===== config.mk =====
export PLATFORM = sky130hd
export DESIGN_NAME = lfmc_duty_lane
export DESIGN_NICKNAME = d
export VERILOG_FILES = /design/src/hw/rtl/lfmc_pkg.sv /design/src/hw/rtl/lfmc_duty_lane.sv
export SDC_FILE = /design/constraint.sdc
export NUM_CORES = 1
export LEC_CHECK = 0
export ABC_CLOCK_PERIOD_IN_PS = 21800
export BUFFER_PORTS_ARGS = -buffer_cell sky130_fd_sc_hd__clkbuf_2
export CORE_UTILIZATION = 52
export DETAILED_ROUTE_END_ITERATION = 10
export PLACE_DENSITY = 0.68
export SYNTH_ARGS = -nofsm -noshare
export SYNTH_HDL_FRONTEND = slang
export SYNTH_SLANG_ARGS = --single-unit

===== constraint.sdc =====
create_clock -name i_clk -period 21.8 [get_ports i_clk]
set_input_delay 4.36 -clock i_clk [delete_from_list [all_inputs] [get_ports i_clk]]
set_output_delay 4.36 -clock i_clk [all_outputs]
set_load 0.01 [all_outputs]

===== src/hw/rtl/lfmc_pkg.sv =====
// Shared types and constants for the line follower motor control unit.
package lfmc_pkg;

    // Drive mode reported with each result
    typedef enum logic [1:0] {
        MODE_CRUISE = 2'd0,
        MODE_TURN   = 2'd1,
        MODE_SPIN   = 2'd2
    } t_mode;

    // Sensor patterns, written {left, middle, right}
    localparam logic [2:0] PAT_LOST        = 3'b000;
    localparam logic [2:0] PAT_RIGHT_SOFT  = 3'b001;
    localparam logic [2:0] PAT_RIGHT_SHARP = 3'b011;
    localparam logic [2:0] PAT_LEFT_SOFT   = 3'b100;
    localparam logic [2:0] PAT_LEFT_SHARP  = 3'b110;

    // Configuration register indexes
    localparam logic [0:0] REG_PWM_PERIOD     = 1'b0;
    localparam logic [0:0] REG_RESUME_PERCENT = 1'b1;

    // Register reset values
    localparam logic [15:0] PWM_PERIOD_RST     = 16'd1000;
    localparam logic [6:0]  RESUME_PERCENT_RST = 7'd80;

    // Fixed duty percents
    localparam logic [6:0] PCT_FULL  = 7'd100;
    localparam logic [6:0] PCT_NINE  = 7'd90;
    localparam logic [6:0] PCT_HALF  = 7'd50;
    localparam logic [6:0] PCT_TENTH = 7'd10;
    localparam logic [6:0] PCT_ZERO  = 7'd0;
    localparam logic [6:0] PCT_RAMP_TOP = 7'd100;

    // Divide by 100 via reciprocal: floor(x / 100) = (x * RECIP) >> SHIFT,
    // exact for x < 2^30 / 76, which covers every 16 x 7 bit product.
    localparam int          DIV_SHIFT = 30;
    localparam logic [23:0] DIV_RECIP = 24'd10737419;

    // Per-channel duty percents from the decode stage
    typedef struct packed {
        logic [6:0] lf;
        logic [6:0] lr;
        logic [6:0] rf;
        logic [6:0] rr;
    } t_pct_set;

    // Stage load strobes handed to the duty lanes
    typedef struct packed {
        logic load_prod;
        logic load_duty;
    } t_lane_ctl;

endpackage


===== src/hw/rtl/lfmc_duty_lane.sv =====
// One duty channel: period times percent, divide by 100, clamp to period.
module lfmc_duty_lane (
    input  logic                i_clk,
    input  lfmc_pkg::t_lane_ctl i_ctl,
    input  logic [15:0]         i_pwm_period,
    input  logic [6:0]          i_pct,
    output logic [15:0]         o_duty
);

    logic [22:0] r_prod;
    logic [15:0] r_duty;
    logic [46:0] w_scaled;
    logic [16:0] w_quot;
    logic [15:0] n_duty;

    // Divide by 100 through the reciprocal, then saturate at the period
    assign w_scaled = 47'(r_prod) * 47'(lfmc_pkg::DIV_RECIP);
    assign w_quot   = w_scaled[lfmc_pkg::DIV_SHIFT +: 17];
    assign n_duty   = (w_quot > {1'b0, i_pwm_period}) ? i_pwm_period : w_quot[15:0];

    always_ff @(posedge i_clk) begin
        if (i_ctl.load_prod) begin
            r_prod <= 23'(i_pwm_period) * 23'(i_pct);
        end
        if (i_ctl.load_duty) begin
            r_duty <= n_duty;
        end
    end

    assign o_duty = r_duty;

endmodule


; ---- Word-level counts from Yosys, hierarchy flattened
; Index checks and enable logic that the tools add are counted.
[op_classes]
magnitude_cmp = 1
mul = 2
muxes = 1
[ops]
columns = cell, n
row1 = "multiplier 23 x 24 -> 47 bit, second input constant", 1
row2 = multiplier 16 x 7 -> 23 bit, 1
row3 = > comparator 17 x 16 -> 1 bit, 1
row4 = 2-to-1 mux 16 bit, 1
[word_totals]
elab_cells = 6
regBits = 39
output_inout_bits = 16

; ---- Longest topological paths before layout
[logic_depth]
ltp_word = 3
mapped_depth = 33
mapped_depth_nobuf = 32

; ---- Least setup slack after synthesis
; No wires, ideal clock.
[synth_path]
path_type = input port to flip-flop
start = input port i_pwm_period[5]
end = register r_prod[21] (data pin)
setup_slack_ns = 13.058
path_buffers = 1
setup_time_ns = 0.265
t_arrival_ns = 8.477
path_stages = 17
t_required_ns = 21.535
path_cell_list = clkbuf_1 and2_1 fa_1 inv_1 fa_1 fa_1 inv_1 fa_1 ha_1 a21oi_1 o21ai_0 o211a_1 o31ai_1 o2111ai_1 a31oi_1 o21ai_0 xor2_1
[synth_via]
elab_chain_cells = 1
[synth_rtl]
columns = item, line
row1 = "start, declared", lfmc_duty_lane.sv:5  ; input logic [15:0] i_pwm_period,
row2 = multiplier 16 x 7 -> 23 bit, lfmc_duty_lane.sv:23  ; r_prod <= 23'(i_pwm_period) * 23'(i_pct);
row3 = "end signal, assigned", lfmc_duty_lane.sv:23
row4 = "end, declared", lfmc_duty_lane.sv:10  ; logic [22:0] r_prod;
; Every way passes these cells.
; A chain may end at the register's enable or synchronous reset.

; ---- Worst setup path in the final report
[layout_path]
start = register r_prod[6]
end = register r_duty[1], in the netlist o_duty[1] (data pin)
[layout_via]
elab_chain_cells = 3
[layout_rtl]
columns = item, line
row1 = multiplier 23 x 24 -> 47 bit (*), lfmc_duty_lane.sv:17  ; assign w_scaled = 47'(r_prod) * 47'(lfmc_pkg::DIV_RECIP);
row2 = > comparator 17 x 16 -> 1 bit, lfmc_duty_lane.sv:19  ; assign n_duty = (w_quot > {1'b0, i_pwm_period}) ? i_pwm_period : w_quot[15:0];
row3 = 2-to-1 mux 16 bit (*), lfmc_duty_lane.sv:19
row4 = net n_duty[1], lfmc_duty_lane.sv:14  ; logic [15:0] n_duty;
row5 = "end signal, assigned", lfmc_duty_lane.sv:26  ; r_duty <= n_duty;
row6 = "end, declared", lfmc_duty_lane.sv:11  ; logic [15:0] r_duty;
; The timed path passes the listed nets; every way through them passes the cells marked *.

==> metrics.md <==
| Metric | Value |
|---|---|
| Status | finished, violations left |
| Failing checks | DRC |
| Number of clock sinks | 39 |
| Top cell type by total area after synthesis | fa_1 |
| Sum Neg Setup Slack | 0 ps |
| Bufs on Longest Clock Path | 2 |
| Vias per inst | 5.32 |
| Largest cells by area after synthesis | fa_1, ha_1, inv_1 |
| CP endpoint kind | flop |
| Commonest non-fill, non-tap cell in the layout | inv_1 |
| Synth async-reset ratio | 0% |
| Starting Density | 52.8% |
| Share of cells above drive strength 1 | 5.01% |
| Hold Crit Class | flop to flop |
| Period utilization | 43.9% |
| Drt first-iter violations | 541 |
| Wirelength, routed | 31.8 mm |
| Cts repair resizes | 0 |
| Largest net degree at the start of global routing | 24 |
| Slew Limit Fails | 0 |
| Final ANT Viol Nets | 0 |
| Fin. Hold Viols | 0 |
| Post-synth top area share | 37.1% |
| CP peak stage delay | 800 ps |
| Yosys reg bits | 39 |
| Slew headroom | 38.9% |
| Grt ovf | 0 |
| I/O Pins | 42 |
| Fillcell total | 2389 |
| Syn Inst Count | roughly 1400 |
| Critical-path maximum fanout | 15 |
| Synthesized Nets | roughly 2000 |
| Nets | 2025 |
| Min Tclk post-route | 9580 ps |
| Post-synth EDFFs | 39 |
| Crit Path Class | flop to flop |
| Hold Startpoint | r_prod[22]$_DFFE_PP_ |
| Gr usage total | approximately a quarter |
| CTS tree | built |
| CTS H-tree lvls | 2 |
| Number of port buffers | between 40 and 50 |
| Post-CTS Setup Inserts | 0 |
| Area added between synthesis and finish | 4.84% |
| CP most frequent cell | fa_1 |
| Ant diodes | 0 |
| Vias in the first global route | 10292 |
| First-pass GRT wire length | 52.4 mm |
| Slowest cell on the critical path | nor3_4 |
| Mapped cell area | 0.0142 sq mm |
| Netlist cell types | 55 |
| Worst-Skew Late Latency | 290 ps |
| Routed vias | 9457 |
| Avg Cell Area, Syn | about 10 sq um |
| Die W | 167 microns |
| DRT Pass-1 Iters | 8 |
| Initial antenna violation count | 0 |
| RSZ-0062 raised after global routing | no |
| Post-synthesis sequential area ratio | 8.26% |
| # DRC | 1 |
| Final Wtd Congestion | just over 0.9 |
| DP HPWL | 28.8 mm |
| CP startpoint | r_prod[6]$_DFFE_PP_ |
| Synth warn | 0 |
| Hold Buf Count CTS | 0 |
| F_max | 0.104 GHz |
| Commonest cells after routing, fill and taps aside | inv_1, ha_1, fa_1 |
| CP required | 21850 ps |
| Final setup viols | 0 |
| Core Area | 0.0269 sq mm |
| Die ar. | between 0.02 and 0.03 sq mm |
| Clock slew at reported path FFs | 60 ps |
| Die height | 167 microns |
| Total of max-cap violations | 0 |
| FP Rows | 60 |
| Crit path DAT | 9620 ps |
| Clock root cell | clkbuf_16 |
| Routed wire per std cell | between 15 and 20 microns |
| Final Skew | ~8 ps |
| Primary FF master, synth | edfxtp_1 |
| Least-Margin Pin Slew | between 900 and 1000 ps |
| Startpoint types | flop |
| Critical R2R Launch | r_prod[6]$_DFFE_PP_ |
| CTS buffer count | 5 |
[sequential cells by signal, summed over array words and instances (netlist names)]
name and cells:
r_prod 23, o_duty 16
[worst max-delay path, delay by kind of cell (launching register included)]
kind,cells,cell delay (ps)
muxes,1,420
DFF,1,540
AOI/OAI and AO/OA,10,2300
adders and majority gates,9,4290
buffers and inverters,4,200
and+or+nand+nor,5,1580
[synthesized netlist by cell type (all sizes together), types with 3 or more instances]
cell and count:
ha 299, a211oi 8, nor3 9, and3 6, o21bai 3, a21o 14, o211ai 4, nand2 101
mux2 14, a21oi 30, a2111oi 4, clkbuf 21, o21a 11, and2 32, nor2b 5, nor4 3
o21ai 18, edfxtp 39, nand4 8, inv 403, xor2 9, and4 4, fa 263, or2 3
xnor2 29, o31a 4, nor2 23, o31ai 5, or3 7, a31oi 5, nand3 7
[kinds of logic after synthesis]
| group | Yosys count | synth area share, % |
|---|---|---|
| compound gates | 118 | 5.71 |
| xor+xnor | 38 | 2.35 |
| fa+ha+maj | 562 | 63.5 |
| buf+inv | 425 | 11.3 |
| flops | 39 | 8.26 |
| mux | 15 | 1.42 |
| simple gates | 214 | 7.41 |
[layout make-up]
| cell class | instances | area, sq um | area share [%] |
|---|---|---|---|
| sequential | 39 | 1170 | 7.88 |
| tap | 341 | 427 | 2.87 |
| timing repair buffer | 41 | 205 | 1.38 |
| multi-input combinational | 947 | 11400 | 76.7 |
| clock buffer | 5 | 125 | 0.842 |
| inverter | 403 | 1510 | 10.2 |
| clock inverter | 3 | 23.8 | 0.160 |
[layer usage]
metal / part of all wire [%] / global-route usage, %
met1: 44 / 32.5
met2: 49 / 42.2
met3: 4.9 / 2.03
met4: 2.8 / 7.89
met5: 0 / 0
[path summary, 6_finish.rpt]
path / to / slack [ps] / cells past startpoint
hold / removal: o_duty[15]$_DFFE_PP_ / 1670 / 6
hold reg to reg: o_duty[15]$_DFFE_PP_ / 1670 / 6
setup reg to reg: o_duty[1]$_DFFE_PP_ / 12220 / 29
setup / recovery: o_duty[1]$_DFFE_PP_ / 12220 / 29
[per-stage QoR]
step / std cells / instance area [sq um] / hold slack (ps) / util [%] / worst slack [ps]
2_1_floorplan: 1411 / 14200 / 1300 / - / 13060
3_3_place_gp: 1771 / 14700 / 1620 / 54.8 / 12470
3_5_place_dp: 1771 / 14700 / 1630 / 54.8 / 12330
4_1_cts: 1779 / 14900 / 1660 / 55.3 / 12290
5_1_grt: 1779 / 14900 / 1820 / 55.3 / 11710
6_report: 1779 / 14900 / 1670 / 55.3 / 12220
Power is not shown: default switching activity piles up to over one toggle a cycle in this logic, so the estimate is an artifact.
