--- src/hw/rtl/lfmc_pkg.sv ---
// Shared types and constants for the line follower motor control unit.
package lfmc_pkg;

    // Drive mode reported with each result
    typedef enum logic [1:0] {
        MODE_CRUISE = 2'd0,
        MODE_TURN   = 2'd1,
        MODE_SPIN   = 2'd2
    } t_mode;

    // Sensor patterns, written {left, middle, right}
    localparam logic [2:0] PAT_LOST        = 3'b000;
    localparam logic [2:0] PAT_RIGHT_SOFT  = 3'b001;
    localparam logic [2:0] PAT_RIGHT_SHARP = 3'b011;
    localparam logic [2:0] PAT_LEFT_SOFT   = 3'b100;
    localparam logic [2:0] PAT_LEFT_SHARP  = 3'b110;

    // Configuration register indexes
    localparam logic [0:0] REG_PWM_PERIOD     = 1'b0;
    localparam logic [0:0] REG_RESUME_PERCENT = 1'b1;

    // Register reset values
    localparam logic [15:0] PWM_PERIOD_RST     = 16'd1000;
    localparam logic [6:0]  RESUME_PERCENT_RST = 7'd80;

    // Fixed duty percents
    localparam logic [6:0] PCT_FULL  = 7'd100;
    localparam logic [6:0] PCT_NINE  = 7'd90;
    localparam logic [6:0] PCT_HALF  = 7'd50;
    localparam logic [6:0] PCT_TENTH = 7'd10;
    localparam logic [6:0] PCT_ZERO  = 7'd0;
    localparam logic [6:0] PCT_RAMP_TOP = 7'd100;

    // Divide by 100 via reciprocal: floor(x / 100) = (x * RECIP) >> SHIFT,
    // exact for x < 2^30 / 76, which covers every 16 x 7 bit product.
    localparam int          DIV_SHIFT = 30;
    localparam logic [23:0] DIV_RECIP = 24'd10737419;

    // Per-channel duty percents from the decode stage
    typedef struct packed {
        logic [6:0] lf;
        logic [6:0] lr;
        logic [6:0] rf;
        logic [6:0] rr;
    } t_pct_set;

    // Stage load strobes handed to the duty lanes
    typedef struct packed {
        logic load_prod;
        logic load_duty;
    } t_lane_ctl;

endpackage

--- src/hw/rtl/lfmc_decode.sv ---
// Sensor pattern decode, drive state and per-channel percent selection.
module lfmc_decode (
    input  logic                i_clk,
    input  logic                i_rst_n,
    input  logic                i_accept,
    input  logic                i_sensor_left,
    input  logic                i_sensor_middle,
    input  logic                i_sensor_right,
    input  logic [6:0]          i_resume_percent,
    output lfmc_pkg::t_pct_set  o_pct,
    output lfmc_pkg::t_mode     o_mode
);

    logic               r_turn_memory;
    logic               r_recovering;
    logic [6:0]         r_speed_percent;
    logic               n_turn_memory;
    logic               n_recovering;
    logic [6:0]         n_speed_percent;
    lfmc_pkg::t_pct_set r_pct;
    lfmc_pkg::t_pct_set n_pct;
    lfmc_pkg::t_mode    r_mode;
    lfmc_pkg::t_mode    n_mode;
    logic [2:0]         w_pat;
    logic               w_right_pat;
    logic               w_left_pat;

    assign w_pat       = {i_sensor_left, i_sensor_middle, i_sensor_right};
    assign w_right_pat = (w_pat == lfmc_pkg::PAT_RIGHT_SHARP) ||
                         (w_pat == lfmc_pkg::PAT_RIGHT_SOFT);
    assign w_left_pat  = (w_pat == lfmc_pkg::PAT_LEFT_SHARP) ||
                         (w_pat == lfmc_pkg::PAT_LEFT_SOFT);

    // Pick channel percents and next drive state
    always_comb begin
        n_turn_memory   = r_turn_memory;
        n_recovering    = r_recovering;
        n_speed_percent = r_speed_percent;
        n_pct           = '{default: lfmc_pkg::PCT_ZERO};
        n_mode          = lfmc_pkg::MODE_SPIN;
        if (r_recovering) begin
            // spin toward the stored direction; exit on the opposite turn
            if (r_turn_memory) begin
                n_pct.lf = lfmc_pkg::PCT_HALF;
                n_pct.rr = lfmc_pkg::PCT_HALF;
            end else begin
                n_pct.lr = lfmc_pkg::PCT_HALF;
                n_pct.rf = lfmc_pkg::PCT_HALF;
            end
            if ((r_turn_memory && w_left_pat) || (!r_turn_memory && w_right_pat)) begin
                n_turn_memory   = ~r_turn_memory;
                n_speed_percent = i_resume_percent;
                n_recovering    = 1'b0;
            end
        end else begin
            case (w_pat)
                lfmc_pkg::PAT_RIGHT_SHARP: begin
                    n_pct.lf        = lfmc_pkg::PCT_FULL;
                    n_pct.rr        = lfmc_pkg::PCT_TENTH;
                    n_mode          = lfmc_pkg::MODE_TURN;
                    n_turn_memory   = 1'b1;
                    n_speed_percent = i_resume_percent;
                end
                lfmc_pkg::PAT_RIGHT_SOFT: begin
                    n_pct.lf        = lfmc_pkg::PCT_NINE;
                    n_pct.rr        = lfmc_pkg::PCT_HALF;
                    n_mode          = lfmc_pkg::MODE_TURN;
                    n_turn_memory   = 1'b1;
                    n_speed_percent = i_resume_percent;
                end
                lfmc_pkg::PAT_LEFT_SHARP: begin
                    n_pct.lr        = lfmc_pkg::PCT_TENTH;
                    n_pct.rf        = lfmc_pkg::PCT_FULL;
                    n_mode          = lfmc_pkg::MODE_TURN;
                    n_turn_memory   = 1'b0;
                    n_speed_percent = i_resume_percent;
                end
                lfmc_pkg::PAT_LEFT_SOFT: begin
                    n_pct.lr        = lfmc_pkg::PCT_HALF;
                    n_pct.rf        = lfmc_pkg::PCT_NINE;
                    n_mode          = lfmc_pkg::MODE_TURN;
                    n_turn_memory   = 1'b0;
                    n_speed_percent = i_resume_percent;
                end
                lfmc_pkg::PAT_LOST: begin
                    n_recovering = 1'b1;
                    if (r_turn_memory) begin
                        n_pct.lf = lfmc_pkg::PCT_HALF;
                        n_pct.rr = lfmc_pkg::PCT_HALF;
                    end else begin
                        n_pct.lr = lfmc_pkg::PCT_HALF;
                        n_pct.rf = lfmc_pkg::PCT_HALF;
                    end
                end
                default: begin
                    // cruise, ramping speed one percent per tick
                    n_pct.lf = r_speed_percent;
                    n_pct.rf = r_speed_percent;
                    n_mode   = lfmc_pkg::MODE_CRUISE;
                    if (r_speed_percent <= lfmc_pkg::PCT_RAMP_TOP) begin
                        n_speed_percent = r_speed_percent + 7'd1;
                    end
                end
            endcase
        end
    end

    // Drive state advances once per accepted transaction
    always_ff @(posedge i_clk) begin
        if (!i_rst_n) begin
            r_turn_memory   <= 1'b1;
            r_recovering    <= 1'b0;
            r_speed_percent <= 7'd0;
        end else if (i_accept) begin
            r_turn_memory   <= n_turn_memory;
            r_recovering    <= n_recovering;
            r_speed_percent <= n_speed_percent;
        end
    end

    // Stage register for the selected percents
    always_ff @(posedge i_clk) begin
        if (i_accept) begin
            r_pct  <= n_pct;
            r_mode <= n_mode;
        end
    end

    assign o_pct  = r_pct;
    assign o_mode = r_mode;

endmodule

--- config.mk ---
export PLATFORM = sky130hd
export DESIGN_NAME = lfmc_decode
export DESIGN_NICKNAME = d
export VERILOG_FILES = /design/src/hw/rtl/lfmc_pkg.sv /design/src/hw/rtl/lfmc_decode.sv
export SDC_FILE = /design/constraint.sdc
export NUM_CORES = 1
export LEC_CHECK = 0
export CAP_MARGIN = 20
export CORE_MARGIN = 4
export CORE_UTILIZATION = 55
export DETAILED_ROUTE_END_ITERATION = 10
export DONT_BUFFER_PORTS = 1
export PLACE_DENSITY = 0.7
export SLEW_MARGIN = 20
export SYNTH_ARGS = -nofsm -noshare
export SYNTH_HDL_FRONTEND = slang
export SYNTH_SLANG_ARGS = --single-unit
--- constraint.sdc ---
create_clock -name i_clk -period 3.6 [get_ports i_clk]
set_input_delay 0.36 -clock i_clk [delete_from_list [all_inputs] [get_ports i_clk]]
set_output_delay 0.36 -clock i_clk [all_outputs]
set_load 0.01 [all_outputs]
# Word level (Yosys, flattened, before mapping)

Cells that the tools add are included.

Register bits after elaboration: 39
Input bits: 13
Output and inout bits: 30
Logic and storage cells: 49

Bitwise gates (word level): 1
Add/subtract/negate cells: 1
Mux-type cells: 18
Eq/ne operators: 6
Magnitude comparators: 1
Reductions and logical operators: 14

Operator list:

| kind                                                 | count |
|---|---|
| case mux 7 bit (4 select lines)                      | 2 |
| case mux 7 bit (3 select lines)                      | 2 |
| 2-to-1 mux 28 bit                                    | 1 |
| 2-to-1 mux 7 bit                                     | 3 |
| case mux 7 bit (2 select lines)                      | 1 |
| 2-to-1 mux 13 bit                                    | 1 |
| adder 7 x 1 -> 7 bit (second input constant)         | 1 |
| <= comparator 7 bit (second input constant)          | 1 |
| equality test 3 bit (second input constant)          | 2 |
| 2-to-1 mux 6 bit                                     | 1 |
| nonzero test 3 bit                                   | 2 |
| 2-to-1 mux 1 bit                                     | 5 |
| case mux 2 bit (2 select lines)                      | 1 |
| AND reduction 4 bit                                  | 1 |
| OR reduction 2 bit                                   | 2 |
| OR reduction 4 bit                                   | 1 |
| equality test 3 x 1 -> 1 bit (second input constant) | 1 |
| equality test 3 x 2 -> 1 bit (second input constant) | 1 |
| zero test 3 bit                                      | 1 |
| logical OR 1 bit                                     | 3 |
| AND reduction 3 bit                                  | 1 |
| logical AND 1 bit                                    | 2 |
| != test 2 x 1 -> 1 bit (second input constant)       | 1 |
| != test 2 bit (second input constant)                | 1 |
| 3 further kinds                                      | 3 |

# Logic depth before layout (Yosys ltp)

Depth in word-level cells: 6
Gate-level depth with buffers: 8
Mapped depth without buffers: 7

# Worst setup path after synthesis

No wires, ideal clock.

Path kind: input-to-reg
Start point: input port i_sensor_middle
End point: register r_pct, in the netlist o_pct[15], data pin
Arrival time: 1.300 ns
Buffers on the path: 1
Data required time: 3.338 ns
Stages on the path: 5
Path slack: 2.038 ns
Setup time: 0.262 ns
Path through: buf_4 > nor2_1 > nor2_1 > and2b_1 > or2_2

RTL lines:

| element                | RTL line           | text |
|---|---|---|
| start: declaration     | lfmc_decode.sv:7   | `input logic i_sensor_middle,` |
| end signal: assignment | lfmc_decode.sv:124 | `r_pct <= n_pct;` |
| end: declaration       | lfmc_decode.sv:20  | `lfmc_pkg::t_pct_set r_pct;` |

# Final worst setup path

Start point: register r_recovering
End point: register r_speed_percent[3]

Word-level cells in the longest chain between the ends: 2
Elaborated cells on any way between the ends: 5
Classes of those cells: 2 x eq/ne; 1 x mux; 2 x reduce/logical

RTL lines:

| element                                               | RTL line           | text |
|---|---|---|
| start: declaration                                    | lfmc_decode.sv:15  | `logic r_recovering;` |
| start signal: assignment                              | lfmc_decode.sv:116 | `r_recovering <= n_recovering;` |
| != test 2 bit (no line), or another cell as far along | --                 |  |
| AND reduction 4 bit (no line)                         | --                 |  |
| end signal: assignment                                | lfmc_decode.sv:117 | `r_speed_percent <= n_speed_percent;` |
| end: declaration                                      | lfmc_decode.sv:16  | `logic [6:0] r_speed_percent;` |

Parallel ways exist; a longest one is shown, timed or not.
A chain may end at the register's enable or synchronous reset.

==> flow_metrics.py <==
metrics = {
    "sta": {
        "clock_skew_ps": 9.15,
        "fin_ws_ps": 1620,
        "holdWs_ps": 115,
        "finalCritPeriodShare_pct": 55.0,
        "setup_viol": 0,
        "max_clock_freq_ghz": 0.505,
        "hold_violations": 0,
        "slew_headroom_pct": 49.6,
        "min_period_ps": 1980,
        "slew_violations": 0,
        "tns_ps": 0,
        "worstMarginPinSlew_ps": 755,
        "rsz0062_at_grt": "no",
    },
    "floorplanning": {
        "die_w_um": 63.4,
        "dieArea_um2": 4020,
        "core_area_um2": 2850,
        "rows": 19,
        "start_util_pct": 59.3,
        "dieHeight_um": 63.4,
        "ios": 43,
    },
    "worst_setup_path": {
        "cp-start-kind": "register",
        "critPathLaunch": "r_recovering",
        "end_kind": "register",
        "critPathArrivalTime_ps": 2210,
        "critPathRequiredTime_ps": 3830,
        "r2r-start": "r_recovering",
        "crit_type": "reg2reg",
        "cp_max_fo": 26,
    },
    "drt": {
        "wirelength_um": 3250,
        "routed_via_density": 6.32,
        "wl_met2_um": 1540,
        "first_pass_iters": 4,
        "wl_met3_um": 254,
        "vias": 1251,
        "drtIter0Drc": 65,
        "antenna_left": 0,
        "m1WireLength_um": 1390,
        "routedWlPerCell_um": 16.4,
        "dr.max_layer_used": "met4",
        "drc": 0,
    },
    "power": {
        "pwr-share-comb_pct": 11.0,
        "power.total_uw": 798,
        "p_int_uw": 597,
        "seqPwrFrac_pct": 57.1,
        "ir_drop_mv": 0.249,
        "power_density_nw_per_um2": 470,
        "clkPwrFrac_pct": 32.0,
        "p_leak_uw": 0.000620,
        "p_sw_share_pct": 25.3,
        "switching_power_uw": 202,
    },
    "cells_and_area": {
        "multi_input_area_um2": 721,
        "fin_cells": 198,
        "fill_cells": 251,
        "area_growth_syn_to_layout_pct": 0.518,
        "layout.nets": 181,
        "regArea_um2": 841,
        "layout_common_cells": "22 x a21oi_1, 22 x edfxtp_1, 18 x nor2_1",
        "num_antenna_cells": 0,
        "layout-drive-gt1-share_pct": 8.98,
    },
    "cts": {
        "post-cts-setup-buffers": 0,
        "cts_tree": "built",
        "hold_buffers": 0,
        "clkLatencyLatePin_ps": 330,
        "clock-root-buffer": "clkbuf_4",
        "cts.htree.levels": 2,
        "clk_pin_slew_ps": 100,
        "cts.sinks": 31,
        "cts_made_buffers": 5,
        "cts_buffer_depth": 2,
        "cts_resized": 0,
    },
    "synth": {
        "synthFlopType": "edfxtp_1",
        "synthArstFlopShare_pct": 0,
        "synth-edff-count": 22,
        "synthCells": 172,
        "seq_area_frac_synth_pct": 49.7,
        "ys_types": 47,
        "synth_area_per_cell_um2": 9.83,
        "synth-seq-cells": 31,
        "synth_warnings": 0,
        "synth_area_um2": 1690,
    },
    "place": {
        "io_buffers": 0,
        "place_hpwl_um": 2320,
        "place_ws_ps": 1650,
        "dp_cells": 190,
        "gp_congestion": 0.869,
    },
    "hold_path": {
        "hp-class": "in2reg",
        "hp-start": "i_rst_n",
    },
    "grt": {
        "grt_max_degree": 28,
        "grt.total_usage_pct": 17.2,
        "grt_overflow": 0,
        "antenna_found_initial": 0,
        "grt_pass1_vias": 1094,
        "grt_pass1_wl_um": 5350,
    },
    "outcome": {
        "outcome": "finished clean",
    },
    "flow_run": {
        "maxCapViolCount": 0,
    },
}
critical path, cell delays in order (launching register included):
cell     delay, ps
dfxtp_1        820
nor2_1         280
o31ai_4        450
a21oi_1         70
o221a_2        270
kinds of logic (layout without fill, tap and decap cells):
kind of cell | after synthesis | in the layout | synth area share [%]
buf+inv | 24 | 14 | 8.73
mux | 1 | 1 | 0.592
simple gates | 52 | 52 | 15.2
fa+ha+maj | 2 | 2 | 1.48
other cells | 1 | 6 | 0.222
xor+xnor | 1 | 1 | 0.518
flops | 31 | 31 | 49.7
compound gates | 60 | 60 | 23.5
power groups by stage:
| stage | clock network, uW | registers (uW) | logic, uW |
|---|---|---|---|
| floorplan | 0 | 448 | 97.2 |
| global placement | 0 | 462 | 85.3 |
| detailed placement | 0 | 463 | 87.0 |
| CTS | 261 | 455 | 87.7 |
| global route | 286 | 459 | 100 |
| finish | 255 | 455 | 87.6 |
sequential cells by signal (all words and copies together), names as in the netlist:
| register | flops |
|---|---|
| o_mode | 2 |
| o_pct | 20 |
| r_recovering | 1 |
| r_speed_percent | 7 |
| r_turn_memory | 1 |
cells in the mapped netlist, drive strengths merged (2+ instances only):
master   instances  area (um2)
nand3            2        10.0
nor2            19        73.8
nor3b            2        15.0
o22ai            3        18.8
a211oi           3        22.5
or2              2        12.5
a21oi           22         110
edfxtp          22         661
dfxtp            9         180
nor2b            2        12.5
nand2b           5        31.3
clkbuf           4        15.0
o21ai           16        80.1
nand4            3        18.8
buf             14         110
inv              6        22.5
nand2           11        41.3
o2bb2ai          2        17.5
ha               2        25.0
layout make-up:
cell class / count / area share [%]
Clock buffer: 5 / 2.21
Tap cell: 31 / 2.28
Sequential cell: 31 / 49.5
Clock inverter: 3 / 2.28
Multi-Input combinational cell: 122 / 42.4
Inverter: 6 / 1.33
worst paths after layout:
kind / cells after the start / slack [ps] / endpoint
min: 1 / 120 / r_turn_memory
max reg2reg: 4 / 1620 / r_speed_percent[3]
max: 4 / 1620 / r_speed_percent[3]
min reg2reg: 2 / 570 / r_speed_percent[0]
routing by layer:
layer / global-route usage [%] / vias to the layer above
li1: - / 606
met3: 6.75 / 8
met2: 26.7 / 55
met5: 0 / -
met4: 6.47 / 0
met1: 21.6 / 582
metrics by stage:
step	cell area, um2	utilization, %
3_3_place_gp	1620	56.9
5_1_grt	1700	59.6
3_5_place_dp	1620	56.9
6_report	1700	59.6
4_1_cts	1700	59.6
2_1_floorplan	1710	-
(Power assumes the default switching activity.)
